==> src/rtl/tseid_pkg.sv <==
`default_nettype none
package tseid_pkg;

  // Default screen geometry.
  localparam int ROWS_DEFAULT    = 32;
  localparam int COLUMNS_DEFAULT = 64;

  // Fill byte for erased and cleared cells.
  localparam logic [7:0] BLANK = 8'h20;

  // Operation codes carried by the mode field.
  localparam logic [2:0] MODE_ERASE_DISPLAY = 3'd0;
  localparam logic [2:0] MODE_ERASE_LINE    = 3'd1;
  localparam logic [2:0] MODE_INSERT_LINES  = 3'd2;
  localparam logic [2:0] MODE_DELETE_LINES  = 3'd3;
  localparam logic [2:0] MODE_WRITE_CELL    = 3'd4;
  localparam logic [2:0] MODE_READ_CELL     = 3'd5;

  // Erase spans carried by the extent field.
  localparam logic [1:0] EXT_TO_END     = 2'd0;
  localparam logic [1:0] EXT_FROM_START = 2'd1;
  localparam logic [1:0] EXT_ALL        = 2'd2;

  // Commands from the controller to the datapath.
  typedef struct packed {
    logic load;      // latch the input item and set up its sweep
    logic step;      // process one cell of the sweep
    logic out_load;  // move the finished result into the output register
  } ctrl_cmd_t;

  // Status from the datapath to the controller.
  typedef struct packed {
    logic last_cell;  // the current cell is the final one of the sweep
  } dp_status_t;

endpackage
`default_nettype wire

==> src/rtl/tseid_ctrl.sv <==
`default_nettype none
module tseid_ctrl (
  input  wire logic                  clk,
  input  wire logic                  rst,
  input  wire logic                  in_valid,
  output logic                       in_stall,
  output logic                       out_valid,
  input  wire logic                  out_stall,
  output tseid_pkg::ctrl_cmd_t       cmd,
  input  wire tseid_pkg::dp_status_t status
);

  typedef enum logic [4:0] {
    S_CLEAR = 5'b00001,
    S_IDLE  = 5'b00010,
    S_RUN   = 5'b00100,
    S_DRAIN = 5'b01000,
    S_DONE  = 5'b10000
  } state_t;

  state_t state, state_next;
  logic   out_valid_next;

  always_comb begin
    state_next   = state;
    cmd          = '0;
    in_stall     = 1'b1;
    case (state)
      S_CLEAR: begin
        cmd.step = 1'b1;
        if (status.last_cell) begin
          state_next = S_IDLE;
        end
      end
      S_IDLE: begin
        in_stall = 1'b0;
        if (in_valid) begin
          cmd.load   = 1'b1;
          state_next = S_RUN;
        end
      end
      S_RUN: begin
        cmd.step = 1'b1;
        if (status.last_cell) begin
          state_next = S_DRAIN;
        end
      end
      S_DRAIN: begin
        state_next = S_DONE;
      end
      S_DONE: begin
        if (!out_valid || !out_stall) begin
          cmd.out_load = 1'b1;
          state_next   = S_IDLE;
        end
      end
      default: begin
        state_next = S_IDLE;
      end
    endcase
  end

  always_comb begin
    out_valid_next = out_valid;
    if (cmd.out_load) begin
      out_valid_next = 1'b1;
    end else if (!out_stall) begin
      out_valid_next = 1'b0;
    end
  end

  always_ff @(posedge clk) begin
    if (rst) begin
      state     <= S_CLEAR;
      out_valid <= 1'b0;
    end else begin
      state     <= state_next;
      out_valid <= out_valid_next;
    end
  end

endmodule
`default_nettype wire

==> config.mk <==
export PLATFORM = sky130hd
export DESIGN_NAME = tseid_ctrl
export DESIGN_NICKNAME = d
export VERILOG_FILES = /design/src/rtl/tseid_pkg.sv /design/src/rtl/tseid_ctrl.sv
export SDC_FILE = /design/constraint.sdc
export NUM_CORES = 1
export LEC_CHECK = 0
export BUFFER_PORTS_ARGS = -buffer_cell sky130_fd_sc_hd__buf_4
export CORE_AREA = 2 2 39 41
export CTS_CLUSTER_DIAMETER = 100
export DETAILED_ROUTE_END_ITERATION = 8
export DIE_AREA = 0 0 41 43
export GPL_ROUTABILITY_DRIVEN = 0
export PLACE_DENSITY = 0.51
export SYNTH_ARGS = -nofsm -noshare
export SYNTH_HDL_FRONTEND = slang
export SYNTH_SLANG_ARGS = --single-unit
==> constraint.sdc <==
create_clock -name clk -period 1.29 [get_ports clk]
set_clock_uncertainty 0.2 [all_clocks]
set_input_delay 0.258 -clock clk [delete_from_list [all_inputs] [get_ports clk]]
set_output_delay 0.258 -clock clk [all_outputs]
set_load 0.05 [all_outputs]
* Word level (Yosys, flattened, before mapping) *
Index checks and enable logic that the tools add are counted.

word-level totals
  register bits = 6
  input bits = 5
  output and inout bits = 5
  logic and storage cells = 30

operators by class
  equality and inequality tests = 10
  mux-type cells = 13
  reduce and logical (&&, ||, !) cells = 5

operators by type and width
  kind                number
  $pmux 5 s5          1
  $mux 5              4
  $mux 1              8
  $ne 2x2->1 const B  4
  $eq 5x1->1 const B  1
  $eq 5x2->1 const B  1
  $eq 5x3->1 const B  1
  $eq 5x4->1 const B  1
  $eq 5x5->1 const B  1
  $reduce_and 4->1    1
  $logic_not 1->1     2
  $ne 2x1->1 const B  1
  $reduce_or 2->1     1
  $logic_or 1x1->1    1

* Longest topological paths before layout *
  depth after elaboration = 5
  mapped depth = 6
  gate-level depth less buffers = 5

* Least setup slack after synthesis *
No wires, ideal clock.

  path kind = register -> output
  start = reg state[2]
  end = out cmd[1] in the netlist's numbering
  arrival time = 1.349 ns
  required time = 0.832 ns
  setup slack = -0.517 ns
  cell stages (with the launch flop) = 5
  buffers on the path = 1
  cell sequence = dfxtp_1 buf_6 xor2_1 nand2_1 nor2_1

RTL lines
  element                 RTL line          text
  from (decl)             tseid_ctrl.sv:21  state_t state, state_next;
  from (signal assigned)  tseid_ctrl.sv:77  state <= state_next;
  to (decl)               tseid_ctrl.sv:9   output tseid_pkg::ctrl_cmd_t cmd,

* Worst setup path in the final report *
  start = reg state[3]
  end = out in_stall

between the ends
  longest elaborated chain between the ends = 2

RTL lines
  element     RTL line          text
  $eq 5x2->1  tseid_ctrl.sv:28  case (state)
  $mux 1      tseid_ctrl.sv:28
  to (decl)   tseid_ctrl.sv:6   output logic in_stall,

No other way between the ends.

==> run_results.csv <==
group,metric,value,unit
worst_setup_path,r2r_cells,7,
cells_and_area,drive_gt1_share,69.6,%
clocking,cts_sinks,6,
cells_and_area,fillCellCount,137,
sta,holdWs,0.0109,ns
placement,port_buffers,9,
route,drc,0,
power_and_ir_drop,p_seq_share,35.1,%
route,drtAntennaViolNets,0,
sta,rsz0062_at_grt,"yes",
clocking,clk_pin_slew,0.04,ns
min_path,hold_end,"out_valid",
min_path,hp-start,"rst",
route,vias,397,
clocking,root_buffer,"clkbuf_4",
floorplan,die_area,0.00176,mm2
sta,fmax,569,MHz
sta,slew_violations,0,
yosys,synth_top_area_share,35.3,%
sta,setup_violations,8,
worst_setup_path,cp_max_fo,3,
worst_setup_path,end_kind,"primary output",
yosys,synth.area.top_cells,"dfxtp_1 35%, a21oi_1 5.9%, nand2_1 5.5%",
worst_setup_path,startpoint_type,"flip-flop",
worst_setup_path,r2r_start,"state[0]",
status,status,"finished with violations",
yosys,synth_nets,47,
floorplan,pin_count,10,
flow_run,maxCapViolCount,0,
min_path,holdPathStages,2,
sta,period_needed,1.76,ns
min_path,hp-class,"input pin to flip-flop",
global_routing,overflow,0,
clocking,cts_tree,"done",
clocking,cts_buffers,3,
placement,place_inst,76,
cells_and_area,area_growth,104,%
yosys,synth_top_area_cell,"dfxtp_1",
power_and_ir_drop,switching_share,29.7,%
worst_setup_path,arrival,1.30,ns
power_and_ir_drop,pwr-share-clk,28.8,%
route,firstDrtPassIters,3,
yosys,syn_area_per_cell,8.10,um2
sta,relSlewSlack,84.9,%
yosys,yosysWarningCount,0,
sta,timing.final.ws_setup,-0.467,ns
floorplan,die_h,43,um
floorplan,initial_core_util,24.6,%
route,vias_per_cell,4.67,
worst_setup_path,cp.required,0.83,ns
floorplan,rows,14,
cells_and_area,multi_input_area,270,um2
power_and_ir_drop,max-vdd-ir-drop,0.515,mV
worst_setup_path,rrSetupSlack,-0.36,ns
power_and_ir_drop,comb_power_share,36.1,%
cells_and_area,antenna_cells,0,
floorplan,core,0.00138,mm2
clocking,postCtsHoldBufs,0,
global_routing,antenna_found_initial,0,
cells_and_area,fin_nets,76,
global_routing,grt_pass1_vias,367,
sta,finalCritPeriodShare,136,%
cells_and_area,seqCellArea,130,um2
placement,place_area,513,um2
cells_and_area,post-route-cell-area,693,um2
sta,worst_pin_slew,0.225,ns
power_and_ir_drop,leakagePower,0.299,nW
cells_and_area,final_util,50.1,%
floorplan,die_w,41,um
yosys,ys_types,21,
yosys,synth-seq-cells,6,
clocking,cts_buffer_depth,2,
sta,hold_viol,0,
global_routing,grt_max_degree,6,
yosys,synth_area,340,um2
clocking,clk-insertion-delay-late,0.24,ns
power_and_ir_drop,internal_power,0.000404,W
yosys,synth_cells,42,
global_routing,grt_pass1_wl,1.55,mm
worst_setup_path,critPathKind,"flip-flop to primary output",
route,drtIter0Drc,2,
worst_setup_path,reg2reg_to,"state[4]",
route,wl,929,um
route,routedWlPerCell,10.9,um
clocking,cts-htree-levels,1,
global_routing,track_usage,13.5,%
status,violations,"negative setup slack",
cells_and_area,instances_no_fill,85,
power_and_ir_drop,p_sw,0.000171,W
power_and_ir_drop,p_per_area,829,mW/mm2
yosys,ys_seq_area_share,35.3,%
placement,dp_hpwl,647,um
-- final cells by class --
cell class | count | area share, %
Sequential cell | 6 | 18.8
Tap cell | 16 | 2.89
Inverter | 3 | 2.89
Clock buffer | 3 | 3.25
Timing Repair Buffer | 26 | 33.2
Multi-Input combinational cell | 31 | 39.0
-- placed cells by master, fill, tap and decap left out --
cell,Yosys,routed
nor2_2,0,1
nor2_1,5,2
nand2_4,0,1
buf_6,1,2
nor2_4,0,2
nor3b_1,1,1
nor3_2,1,1
xor2_4,0,1
clkinvlp_4,0,1
nand2b_1,1,1
buf_4,1,21
nand4_1,1,1
xor2_1,2,1
o211ai_1,2,2
o221ai_4,0,1
nand3_4,0,1
nand2_2,0,1
clkbuf_4,0,3
nand2_1,5,3
a21oi_2,0,1
a32o_2,1,1
dfxtp_1,6,2
o21ai_0,1,1
and3b_4,1,1
nor4_2,0,1
dfxtp_2,0,2
dfxtp_4,0,2
a21oi_1,4,3
buf_8,0,2
inv_6,0,1
buf_12,0,1
nor3_1,1,1
inv_1,2,1
nand3_1,3,2
-- worst max-delay path by stage --
stage                        start  endpoint  slack [ns]  cells past startpoint
final                     state[3]  in_stall       -0.47                      5
after global routing      state[3]  in_stall       -0.51                      5
after floorplan           state[2]    cmd[2]       -0.22                      5
after CTS                 state[3]    cmd[2]       -0.44                      5
after detailed placement  state[4]    cmd[2]       -0.24                      5
after global placement    state[3]    cmd[2]       -0.23                      5
-- critical path, cell delays in order (launching register included) --
cell,delay [ns]
dfxtp_2,0.33
nor3_2,0.20
and3b_4,0.26
buf_12,0.11
inv_6,0.03
buf_8,0.13
-- repair_timing --
item                                    in CTS  in global routing
endpoints found under the setup margin       8                  9
hold endpoints to repair                     0                  0
gates resized for setup                     17                  5
setup buffers                                5                  1
pin swaps                                    7                  4
-- power groups by stage --
| stage | Combinational [W] | Clock, W | Sequential [W] |
|---|---|---|---|
| floorplan | 0.0000851 | 0 | 0.000207 |
| global placement | 0.000140 | 0 | 0.000206 |
| detailed placement | 0.000139 | 0 | 0.000205 |
| CTS | 0.000188 | 0.000176 | 0.000201 |
| global route | 0.000219 | 0.000190 | 0.000203 |
| finish | 0.000207 | 0.000166 | 0.000202 |
-- metal layers --
layer / part of all wire, % / wire [um] / GRT usage [%]
met5: 0 / 0 / 0
met4: 0 / 0 / 6.00
met3: 4.7 / 44 / 6.28
met2: 54 / 499 / 20.0
met1: 41 / 385 / 15.9
-- metrics by stage --
step                power (W)  TNS (ns)  setup WS [ns]
global route         0.000612     -3.10         -0.507
CTS                  0.000566     -2.33         -0.443
floorplan            0.000292    -0.909         -0.218
detailed placement   0.000344     -1.24         -0.242
global placement     0.000345     -1.29         -0.227
finish               0.000574     -2.64         -0.467
-- state kept, by name, indices dropped and copies added, names as in the netlist --
register	count
state	5
out_valid	1
-- cells in the mapped netlist (all sizes together) --
cell / count
nand3: 3
nor4: 1
xor2: 2
a21oi: 4
o21ai: 1
nor3b: 1
and3b: 1
nand2: 5
o221ai: 1
o211ai: 2
buf: 2
nor2: 5
inv: 3
nand4: 1
a32o: 1
nand2b: 1
dfxtp: 6
nor3: 2
-- cell families (layout without fill, tap and decap cells) --
logic type      count (synthesis)  after routing  share of synthesized area, %
compound gates                  9              9                          19.5
xor+xnor                        2              2                          5.15
buf+inv                         5             32                          8.82
flops                           6              6                          35.3
simple gates                   20             20                          31.3
Power figures use the tool's default switching activity.
